`src/hw/rtl/bse_pkg.sv`:
```
// ----------------------------------------------------------------------------
// bse_pkg
// Shared types, register indexes and the open-circuit-voltage curve.
// ----------------------------------------------------------------------------
package bse_pkg;

    localparam int MV_W      = 13;
    localparam int PCT_W     = 7;
    localparam int DROP_W    = 10;
    localparam int CNT_W     = 4;
    localparam int CFG_IDX_W = 3;
    localparam int CFG_DAT_W = 13;

    localparam int AVG_DEPTH_DEF = 8;
    localparam int CURVE_LEN_DEF = 17;
    localparam int CURVE_MAX     = 64;

    localparam logic [CFG_IDX_W-1:0] REG_VALID_MIN    = 3'd0;
    localparam logic [CFG_IDX_W-1:0] REG_CHARGE_ENTER = 3'd1;
    localparam logic [CFG_IDX_W-1:0] REG_CHARGE_EXIT  = 3'd2;
    localparam logic [CFG_IDX_W-1:0] REG_CHARGE_DROP  = 3'd3;
    localparam logic [CFG_IDX_W-1:0] REG_CONFIRM      = 3'd4;

    localparam logic [MV_W-1:0]  VALID_MIN_RST    = 13'd2800;
    localparam logic [MV_W-1:0]  CHARGE_ENTER_RST = 13'd4250;
    localparam logic [MV_W-1:0]  CHARGE_EXIT_RST  = 13'd4150;
    localparam logic [DROP_W-1:0] CHARGE_DROP_RST = 10'd100;
    localparam logic [CNT_W-1:0] CONFIRM_RST      = 4'd2;
    localparam logic [PCT_W-1:0] PCT_MAX          = 7'd100;

    // commands from controller to datapath
    typedef struct packed {
        logic load;     // store reading, update count/index
        logic sum_step; // add one window entry
        logic div_init;
        logic div_step;
        logic avg_load; // take the average from the first divide
        logic seg_step; // advance curve segment search
        logic ip_init;
        logic finish;   // commit state and result
    } bse_cmd_t;

    typedef struct packed {
        logic sum_done;
        logic div_done;
        logic seg_done;
    } bse_sts_t;

    function automatic logic [MV_W-1:0] curve_mv(input int i);
        logic [MV_W-1:0] v;
        case (i)
            0: v = 13'd3300;  1: v = 13'd3400;  2: v = 13'd3500;  3: v = 13'd3550;
            4: v = 13'd3600;  5: v = 13'd3650;  6: v = 13'd3700;  7: v = 13'd3750;
            8: v = 13'd3800;  9: v = 13'd3850;  10: v = 13'd3900; 11: v = 13'd3950;
            12: v = 13'd4000; 13: v = 13'd4050; 14: v = 13'd4100; 15: v = 13'd4150;
            default: v = 13'd4200;
        endcase
        return v;
    endfunction

    function automatic logic [PCT_W-1:0] curve_pct(input int i);
        logic [PCT_W-1:0] p;
        case (i)
            0: p = 7'd0;   1: p = 7'd5;   2: p = 7'd10;  3: p = 7'd15;
            4: p = 7'd20;  5: p = 7'd28;  6: p = 7'd40;  7: p = 7'd48;
            8: p = 7'd55;  9: p = 7'd62;  10: p = 7'd70; 11: p = 7'd76;
            12: p = 7'd82; 13: p = 7'd88; 14: p = 7'd93; 15: p = 7'd97;
            default: p = 7'd100;
        endcase
        return p;
    endfunction

endpackage

```
`src/hw/rtl/battery_soc_estimator.sv`:
```
// ----------------------------------------------------------------------------
// battery_soc_estimator
// Running-average battery voltage to state-of-charge estimator.
// ----------------------------------------------------------------------------
// One reading at a time: after a request is accepted the block sums the window,
// runs a one-bit-per-cycle divider for the average, registers the clamped cell
// voltage, searches the curve segments, divides again for the interpolation and
// commits. The result is held on the output until taken; the next request can be
// accepted while it waits, but that request's commit stalls until the previous
// result has gone.
module battery_soc_estimator
#(
    parameter int AVG_DEPTH = bse_pkg::AVG_DEPTH_DEF
)
(
    input  logic                          clk,
    input  logic                          rst_n,
    input  logic                          cfg_valid,
    output logic                          cfg_ready,
    input  logic [bse_pkg::CFG_IDX_W-1:0] cfg_index,
    input  logic [bse_pkg::CFG_DAT_W-1:0] cfg_data,
    input  logic                          in_valid,
    output logic                          in_ready,
    input  logic [bse_pkg::MV_W-1:0]      reading_mv,
    output logic                          out_valid,
    input  logic                          out_ready,
    output logic [bse_pkg::MV_W-1:0]      average_mv,
    output logic [bse_pkg::PCT_W-1:0]     percent,
    output logic                          charging,
    output logic                          updated
);
    import bse_pkg::*;

    logic [MV_W-1:0]   valid_min_reg, enter_reg, exit_reg;
    logic [DROP_W-1:0] drop_reg;
    logic [CNT_W-1:0]  confirm_reg;
    bse_cmd_t          cmd;
    bse_sts_t          sts;
    logic              busy;
    logic              out_vld_reg;
    logic              in_fire, out_fire, out_free;

    assign cfg_ready = 1'b1;
    assign in_ready  = !busy;
    assign in_fire   = in_valid && in_ready;
    assign out_fire  = out_valid && out_ready;
    assign out_free  = !out_vld_reg || out_ready;
    assign out_valid = out_vld_reg;

    always_ff @(posedge clk or negedge rst_n)
    begin
        if (!rst_n)
        begin
            valid_min_reg <= VALID_MIN_RST;
            enter_reg     <= CHARGE_ENTER_RST;
            exit_reg      <= CHARGE_EXIT_RST;
            drop_reg      <= CHARGE_DROP_RST;
            confirm_reg   <= CONFIRM_RST;
            out_vld_reg   <= 1'b0;
        end
        else
        begin
            if (cfg_valid)
            begin
                unique case (cfg_index)
                    REG_VALID_MIN:    valid_min_reg <= cfg_data;
                    REG_CHARGE_ENTER: enter_reg     <= cfg_data;
                    REG_CHARGE_EXIT:  exit_reg      <= cfg_data;
                    REG_CHARGE_DROP:  drop_reg      <= cfg_data[DROP_W-1:0];
                    REG_CONFIRM:      confirm_reg   <= cfg_data[CNT_W-1:0];
                    default: ;
                endcase
            end
            if (cmd.finish)
                out_vld_reg <= 1'b1;
            else if (out_fire)
                out_vld_reg <= 1'b0;
        end
    end

    bse_ctrl u_ctrl
    (
        .clk      (clk),
        .rst_n    (rst_n),
        .in_fire  (in_fire),
        .out_free (out_free),
        .sts      (sts),
        .cmd      (cmd),
        .busy     (busy)
    );

    bse_dp #(
        .AVG_DEPTH (AVG_DEPTH)
    ) u_dp
    (
        .clk             (clk),
        .rst_n           (rst_n),
        .cmd             (cmd),
        .sts             (sts),
        .reading_mv      (reading_mv),
        .valid_min_mv    (valid_min_reg),
        .charge_enter_mv (enter_reg),
        .charge_exit_mv  (exit_reg),
        .charge_drop_mv  (drop_reg),
        .confirm_count   (confirm_reg),
        .average_mv      (average_mv),
        .percent         (percent),
        .charging        (charging),
        .updated         (updated)
    );

`ifndef SYNTHESIS
    a_out_hold: assert property (@(posedge clk) disable iff (!rst_n)
        out_valid && !out_ready |=>
        out_valid && $stable({average_mv, percent, charging, updated}))
        else $error("result changed while waiting");
    a_pct_range: assert property (@(posedge clk) disable iff (!rst_n)
        percent <= PCT_MAX)
        else $error("percent out of range");
    a_slew: assert property (@(posedge clk) disable iff (!rst_n)
        $past(out_fire) && out_fire && updated && $past(updated) |->
        (percent == $past(percent) || percent == $past(percent) + 7'd1
         || percent == $past(percent) - 7'd1))
        else $error("percent moved by more than one");
`endif

endmodule

```
`src/hw/rtl/bse_ctrl.sv`:
```
// ----------------------------------------------------------------------------
// bse_ctrl
// Sequencer: load, sum, divide, cell voltage, curve search, interpolation
// divide, commit.
// ----------------------------------------------------------------------------
module bse_ctrl
(
    input  logic              clk,
    input  logic              rst_n,
    input  logic              in_fire,
    input  logic              out_free,
    input  bse_pkg::bse_sts_t sts,
    output bse_pkg::bse_cmd_t cmd,
    output logic              busy
);
    import bse_pkg::*;

    typedef enum logic [2:0] {
        S_IDLE, S_SUM, S_DIV1, S_CELL, S_SEG, S_DIV2, S_DONE
    } state_t;

    state_t state_reg;

    always_ff @(posedge clk or negedge rst_n)
    begin
        if (!rst_n)
        begin
            state_reg <= S_IDLE;
        end
        else
        begin
            unique case (state_reg)
                S_IDLE: if (in_fire) state_reg <= S_SUM;
                S_SUM:  if (sts.sum_done) state_reg <= S_DIV1;
                S_DIV1: if (sts.div_done) state_reg <= S_CELL;
                S_CELL: state_reg <= S_SEG;
                S_SEG:  if (sts.seg_done) state_reg <= S_DIV2;
                S_DIV2: if (sts.div_done) state_reg <= S_DONE;
                S_DONE: if (out_free) state_reg <= S_IDLE;
                default: state_reg <= S_IDLE;
            endcase
        end
    end

    always_comb
    begin
        cmd          = '0;
        cmd.load     = in_fire;
        cmd.sum_step = (state_reg == S_SUM);
        cmd.div_init = (state_reg == S_SUM) && sts.sum_done;
        cmd.div_step = (state_reg == S_DIV1) || (state_reg == S_DIV2);
        cmd.avg_load = (state_reg == S_DIV1) && sts.div_done;
        cmd.seg_step = (state_reg == S_SEG);
        cmd.ip_init  = (state_reg == S_SEG) && sts.seg_done;
        // commit waits until the previous result has been taken
        cmd.finish   = (state_reg == S_DONE) && out_free;
        busy         = (state_reg != S_IDLE);
    end

endmodule

```
`src/hw/rtl/bse_dp.sv`:
```
// ----------------------------------------------------------------------------
// bse_dp
// Datapath: reading window, serial sum, shared restoring divider, curve
// search, hysteresis and slew-limited percent.
// ----------------------------------------------------------------------------
module bse_dp
#(
    parameter int AVG_DEPTH = bse_pkg::AVG_DEPTH_DEF
)
(
    input  logic                       clk,
    input  logic                       rst_n,
    input  bse_pkg::bse_cmd_t          cmd,
    output bse_pkg::bse_sts_t          sts,
    input  logic [bse_pkg::MV_W-1:0]   reading_mv,
    input  logic [bse_pkg::MV_W-1:0]   valid_min_mv,
    input  logic [bse_pkg::MV_W-1:0]   charge_enter_mv,
    input  logic [bse_pkg::MV_W-1:0]   charge_exit_mv,
    input  logic [bse_pkg::DROP_W-1:0] charge_drop_mv,
    input  logic [bse_pkg::CNT_W-1:0]  confirm_count,
    output logic [bse_pkg::MV_W-1:0]   average_mv,
    output logic [bse_pkg::PCT_W-1:0]  percent,
    output logic                       charging,
    output logic                       updated
);
    import bse_pkg::*;

    localparam int CURVE_LEN = CURVE_LEN_DEF;
    localparam int IDX_W = (AVG_DEPTH > 1) ? $clog2(AVG_DEPTH) : 1;
    localparam int CNT_SW = $clog2(AVG_DEPTH + 1);
    localparam int SUM_W = MV_W + $clog2(AVG_DEPTH + 1);
    localparam int SEG_W = $clog2(CURVE_LEN);
    localparam int DIV_W = SUM_W + 1;
    localparam int DST_W = $clog2(DIV_W + 1);
    localparam logic [CNT_SW-1:0] DEPTH_C = CNT_SW'(AVG_DEPTH);
    localparam logic [SEG_W-1:0] SEG_LAST = SEG_W'(CURVE_LEN - 1);

    logic [MV_W-1:0]   buf_mem [AVG_DEPTH];
    logic [IDX_W-1:0]  wr_idx_reg;
    logic [CNT_SW-1:0] cnt_reg;
    logic [CNT_SW-1:0] rd_cnt_reg;
    logic [MV_W-1:0]   rd_data_reg;
    logic              rd_vld_reg;
    logic [SUM_W-1:0]  sum_reg;

    // restoring divider, one quotient bit per cycle
    logic [DIV_W-1:0]  num_reg;
    logic [DIV_W-1:0]  den_reg;
    logic [DIV_W-1:0]  rem_reg;
    logic [DIV_W-1:0]  quo_reg;
    logic [DST_W-1:0]  dcnt_reg;
    logic [DIV_W:0]    rem_sh;
    logic [DIV_W:0]    rem_sub;

    logic [MV_W-1:0]   avg_reg;
    logic [MV_W-1:0]   cell_reg;
    logic [SEG_W-1:0]  seg_reg;
    logic              want_next, state_next;
    logic [CNT_W-1:0]  streak_reg, streak_next;
    logic              chg_reg;
    logic [PCT_W-1:0]  shown_reg, shown_next, target;
    logic              primed_reg;
    logic [MV_W-1:0]   held_reg;
    logic              upd_reg;
    logic [MV_W-1:0]   seg_v1, seg_v0;
    logic [PCT_W-1:0]  seg_p1, seg_p0;
    logic [MV_W:0]     cell_raw;
    logic [MV_W-1:0]   cell_clamp;

    assign sts.sum_done = (rd_cnt_reg == cnt_reg) && !rd_vld_reg;
    assign sts.div_done = (dcnt_reg == '0);
    assign sts.seg_done = (cell_reg <= curve_mv(int'(seg_reg))) || (seg_reg == SEG_LAST);

    always_ff @(posedge clk)
    begin
        if (cmd.load)
            buf_mem[wr_idx_reg] <= reading_mv;
        rd_data_reg <= buf_mem[rd_cnt_reg[IDX_W-1:0]];
    end

    always_comb
    begin
        rem_sh  = {rem_reg, num_reg[DIV_W-1]};
        rem_sub = rem_sh - {1'b0, den_reg};
    end

    always_comb
    begin
        seg_v1 = curve_mv(int'(seg_reg));
        seg_v0 = curve_mv(int'(seg_reg) - 1);
        seg_p1 = curve_pct(int'(seg_reg));
        seg_p0 = curve_pct(int'(seg_reg) - 1);

        want_next = chg_reg;
        if (!chg_reg && avg_reg > charge_enter_mv)
            want_next = 1'b1;
        else if (chg_reg && avg_reg < charge_exit_mv)
            want_next = 1'b0;
        state_next  = chg_reg;
        streak_next = '0;
        if (want_next != chg_reg)
        begin
            streak_next = streak_reg + 1'b1;
            if (streak_next >= confirm_count)
            begin
                state_next  = want_next;
                streak_next = '0;
            end
        end

        cell_raw = {1'b0, avg_reg};
        if (state_next || avg_reg > charge_enter_mv)
            cell_raw = {1'b0, avg_reg} - {4'd0, charge_drop_mv};
        if (cell_raw[MV_W] || cell_raw[MV_W-1:0] < curve_mv(0))
            cell_clamp = curve_mv(0);
        else if (cell_raw[MV_W-1:0] > curve_mv(CURVE_LEN - 1))
            cell_clamp = curve_mv(CURVE_LEN - 1);
        else
            cell_clamp = cell_raw[MV_W-1:0];

        if (cell_reg <= curve_mv(0))
            target = curve_pct(0);
        else if (cell_reg >= curve_mv(CURVE_LEN - 1))
            target = curve_pct(CURVE_LEN - 1);
        else
            target = seg_p0 + PCT_W'(quo_reg);

        shown_next = shown_reg;
        if (!primed_reg)
            shown_next = target;
        else if (target > shown_reg)
            shown_next = shown_reg + 1'b1;
        else if (target < shown_reg)
            shown_next = shown_reg - 1'b1;
        if (shown_next > PCT_MAX)
            shown_next = PCT_MAX;
    end

    always_ff @(posedge clk or negedge rst_n)
    begin
        if (!rst_n)
        begin
            wr_idx_reg <= '0;
            cnt_reg    <= '0;
            rd_cnt_reg <= '0;
            rd_vld_reg <= 1'b0;
            sum_reg    <= '0;
            num_reg    <= '0;
            den_reg    <= '0;
            rem_reg    <= '0;
            quo_reg    <= '0;
            dcnt_reg   <= '0;
            streak_reg <= '0;
            chg_reg    <= 1'b0;
            shown_reg  <= '0;
            primed_reg <= 1'b0;
            held_reg   <= '0;
            upd_reg    <= 1'b0;
        end
        else
        begin
            rd_vld_reg <= 1'b0;
            if (cmd.load)
            begin
                wr_idx_reg <= (32'(wr_idx_reg) == AVG_DEPTH - 1) ? '0 : wr_idx_reg + 1'b1;
                if (cnt_reg != DEPTH_C)
                    cnt_reg <= cnt_reg + 1'b1;
                rd_cnt_reg <= '0;
                sum_reg    <= '0;
            end
            if (cmd.sum_step)
            begin
                if (rd_cnt_reg != cnt_reg)
                begin
                    rd_cnt_reg <= rd_cnt_reg + 1'b1;
                    rd_vld_reg <= 1'b1;
                end
                if (rd_vld_reg)
                    sum_reg <= sum_reg + SUM_W'(rd_data_reg);
            end
            if (cmd.div_init)
            begin
                num_reg  <= DIV_W'(sum_reg);
                den_reg  <= DIV_W'(cnt_reg);
                rem_reg  <= '0;
                quo_reg  <= '0;
                dcnt_reg <= DST_W'(DIV_W);
            end
            else if (cmd.ip_init)
            begin
                // (2*off*dp + span) / (2*span)
                num_reg  <= DIV_W'((2 * 32'(cell_reg - seg_v0) * 32'(seg_p1 - seg_p0))
                                   + 32'(seg_v1 - seg_v0));
                den_reg  <= DIV_W'(2 * 32'(seg_v1 - seg_v0));
                rem_reg  <= '0;
                quo_reg  <= '0;
                dcnt_reg <= DST_W'(DIV_W);
            end
            else if (cmd.div_step && dcnt_reg != '0)
            begin
                num_reg  <= num_reg << 1;
                dcnt_reg <= dcnt_reg - 1'b1;
                if (!rem_sub[DIV_W])
                begin
                    rem_reg <= rem_sub[DIV_W-1:0];
                    quo_reg <= {quo_reg[DIV_W-2:0], 1'b1};
                end
                else
                begin
                    rem_reg <= rem_sh[DIV_W-1:0];
                    quo_reg <= {quo_reg[DIV_W-2:0], 1'b0};
                end
            end
            if (cmd.finish)
            begin
                if (avg_reg < valid_min_mv)
                    upd_reg <= 1'b0;
                else
                begin
                    upd_reg    <= 1'b1;
                    chg_reg    <= state_next;
                    streak_reg <= streak_next;
                    shown_reg  <= shown_next;
                    primed_reg <= 1'b1;
                    held_reg   <= avg_reg;
                end
            end
        end
    end

    // average latches when the first divide ends, segment search starts at 1
    always_ff @(posedge clk)
    begin
        if (cmd.div_init)
            seg_reg <= SEG_W'(1);
        if (cmd.seg_step && !sts.seg_done)
            seg_reg <= seg_reg + 1'b1;
        if (cmd.avg_load)
            avg_reg <= quo_reg[MV_W-1:0];
    end

    always_comb
    begin
        average_mv = held_reg;
        percent    = shown_reg;
        charging   = chg_reg;
        updated    = upd_reg;
    end

    // cell voltage follows the latched average
    always_ff @(posedge clk)
    begin
        cell_reg <= cell_clamp;
    end

endmodule
```
`config.mk`:
```
export PLATFORM = sky130hd
export DESIGN_NAME = battery_soc_estimator
export DESIGN_NICKNAME = d
export VERILOG_FILES = /design/src/hw/rtl/bse_pkg.sv /design/src/hw/rtl/battery_soc_estimator.sv /design/src/hw/rtl/bse_ctrl.sv /design/src/hw/rtl/bse_dp.sv
export SDC_FILE = /design/constraint.sdc
export NUM_CORES = 1
export LEC_CHECK = 0
export ABC_CLOCK_PERIOD_IN_PS = 25700
export BUFFER_PORTS_ARGS = -buffer_cell sky130_fd_sc_hd__clkbuf_2
export CORE_MARGIN = 2
export CORE_UTILIZATION = 35
export CTS_CLUSTER_SIZE = 14
export DETAILED_ROUTE_END_ITERATION = 12
export PLACE_DENSITY = 0.52
export SKIP_LAST_GASP = 1
export SYNTH_ARGS = -nofsm -noshare
export SYNTH_HDL_FRONTEND = slang
export SYNTH_SLANG_ARGS = --single-unit
export TNS_END_PERCENT = 10
```
`constraint.sdc`:
```
create_clock -name clk -period 25.7 [get_ports clk]
set_input_delay 2.57 -clock clk [delete_from_list [all_inputs] [get_ports clk]]
set_output_delay 2.57 -clock clk [all_outputs]
set_load 0.01 [all_outputs]
```
==> flow_summary.yaml <==
timing:
  fin_setup_tns_ns: 0
  max_freq_mhz: 93.3
  fin_ws_ns: 14.98
  finalCriticalPeriod_ns: 10.72
  finalHoldViolCount: 0
  worst_pin_slew_ns: 1.15
  finalMaxSlewViolations: 0
  slew_headroom_pct: 23.4
  holdWs_ns: 0.456
  finClkSkew_ns: 0.0401
  period_share_pct: 41.7
  setup_viol: 0
  rsz0062_at_grt: "no"
setup_path:
  worstRegToRegCells: 39
  crit_start: "u_dp.seg_reg[0]"
  critPathArrivalTime_ns: 11.19
  path_class: "flip-flop to flip-flop"
  r2r-end: "u_dp.num_reg[17]"
  crit_top_cell: "fa_1"
  slowest_stage: "edfxtp_1"
  startpoint_type: "flip-flop"
  cpPeakStageDelay_ns: 0.73
  timing.rr.start: "u_dp.seg_reg[0]"
  worstPathMaxFanout: 19
  worstPathRequired_ns: 26.18
  r2r_slack_ns: 14.98
  endpoint_kind: "flip-flop"
logic_synthesis:
  synth_compound_area_share_pct: 13.1
  synth_cells: 2507
  synth-edff-count: 122
  synth_top_flop_cell: "dfrtp_1"
  seq_area_frac_synth_pct: 37.2
  syn_nets: 2866
  synth_top_family_by_area: "adder cells"
  synth.distinct_cells: 91
  ys_top_cells_by_area: "dfrtp_1, edfxtp_1, ha_1, fa_1, inv_1"
  ys_ff_latch: 348
  yosys.area_share.simple_pct: 13.6
  synth_largest_area_cell: "dfrtp_1"
  synth.top_cell.area_share_pct: 16.5
  synth_xor_area_share_pct: 4.87
  async_flop_share_pct: 52.3
  syn_avg_cell_area_um2: 9.78
  synth_mux_area_share_pct: 5.79
  syn_area_um2: 24500
  synth_fa_ha_area_share_pct: 19.5
  ys_warn_count: 0
floorplan:
  dieWidth_um: 269
  die_y_um: 269
  ios: 59
  num_rows: 97
  core_region_area_um2: 69700
  initial_core_util_pct: 35.2
  dieArea_um2: 72200
hold_path:
  hold_start: "u_dp.quo_reg[12]"
  hold_path.class: "flip-flop to flip-flop"
  whs_path_depth: 0
  holdPathEnd: "u_dp.avg_reg[12]"
job:
  drv_cap: 0
grt:
  grt_pass1_vias: 18300
  grt_pass1_wl_um: 100000
  grt_usage_pct: 17.5
  grt_max_degree: 66
  gr-total-overflow: 0
  antenna_found_initial: 0
routing:
  drtIter0Drc: 1203
  via_count: 17800
  drc: 0
  postRouteWirelength_um: 61000
  dr.pass1.iters: 5
  wl_per_cell_um: 17.3
  viasPerCell: 5.06
  ant_nets: 0
placement:
  dp_hpwl_um: 45400
  gp_congestion: 0.889
  dp_slack_ns: 15.02
  io_buffers: 57
cts:
  clk_pin_slew_ns: 0.06
  cts_setup_buffers: 0
  htree_levels: 2
  clk_latency_ns: 0.59
  clock_path_buffers: 3
  cts_hold_buf: 0
  cts_resized: 0
  cts_buffers: 40
  cts_tree: "done"
  clock-root-buffer: "clkbuf_16"
  cts_num_sinks: 348
cells_and_area:
  largest_reg_flops: 104
  final_util_pct: 39.1
  drive_above_1_share_pct: 10.9
  num-nets-final: 2906
  final_cell_mix: "inv_1, nand2_1, ha_1, nor2_1, dfrtp_1"
  area_growth_pct: 11.2
  n_fill_cell: 6852
  antenna_cells: 0
  final_common_cell: "inv_1"
status:
  status: "finished, final reports clean"
[critical path, delay by kind of cell, from the launching register on]
kind                       cells  cell delay (ns)
AOI/OAI and AO/OA              7             1.25
xor gates and xnor gates       3             1.05
adders and majority gates     11             4.45
buffers and inverters          5             0.51
DFF                            1             0.73
muxes                          1             0.13
and+or+nand+nor               12             2.51
[cell type report]
class | instances | area [µm²] | area share, %
Clock buffer | 52 | 1100 | 4.02
Clock inverter | 22 | 253 | 0.927
Inverter | 303 | 1140 | 4.17
Multi-Input combinational cell | 1778 | 14000 | 51.5
Sequential cell | 348 | 9130 | 33.5
Tap cell | 940 | 1180 | 4.31
Timing Repair Buffer | 76 | 437 | 1.60
[synthesized netlist by cell type (all sizes together), types with 16 or more instances]
cell type and n:
o21ai 156, fa 94, or2 21, nor3 37, nor2 178, edfxtp 122
dfrtp 162, xnor2 97, inv 302, clkbuf 67, o22ai 16, a21o 30
nor2b 35, xor2 27, dfxtp 44, o21a 26, nand2 256, a21oi 117
dfstp 20, and2 20, o31ai 19, ha 231, mux2i 35, nand2b 41
mux4 26, mux2 43, nand3 60
[per-stage QoR]
stage               instance area (µm²)  instances
floorplan                         24500       2507
global placement                  25900       3445
detailed placement                25900       3445
CTS                               27300       3519
global route                      27300       3519
finish                            27300       3519
[metal layers]
| layer | wire, µm | up-vias | GRT usage [%] |
|---|---|---|---|
| met5 | 0 | - | 0 |
| met4 | 1640 | 0 | 5.71 |
| met3 | 2220 | 96 | 2.40 |
| met2 | 28000 | 285 | 28.4 |
| met1 | 29100 | 8701 | 24.2 |
| li1 | - | 8735 | - |
[logic make-up after synthesis]
family,count (synthesis)
DFF,348
AOI/OAI and AO/OA,504
adders and majority gates,325
and+or+nand+nor,716
muxes,104
other,1
xor gates and xnor gates,128
buffers and inverters,381
[worst max path at each step]
stage,endpoint,slack [ns],cells after the start
after global routing,u_dp.num_reg[17],14.30,39
after detailed placement,u_dp.num_reg[17],15.02,39
final,u_dp.num_reg[17],14.98,39
after global placement,u_dp.num_reg[17],15.19,39
after floorplan,u_dp.num_reg[17],16.34,42
after CTS,u_dp.num_reg[17],15.02,39
Power is left out: the tool's default activity adds up to more than one toggle a clock period on the data nets, which glitch-free logic cannot reach.
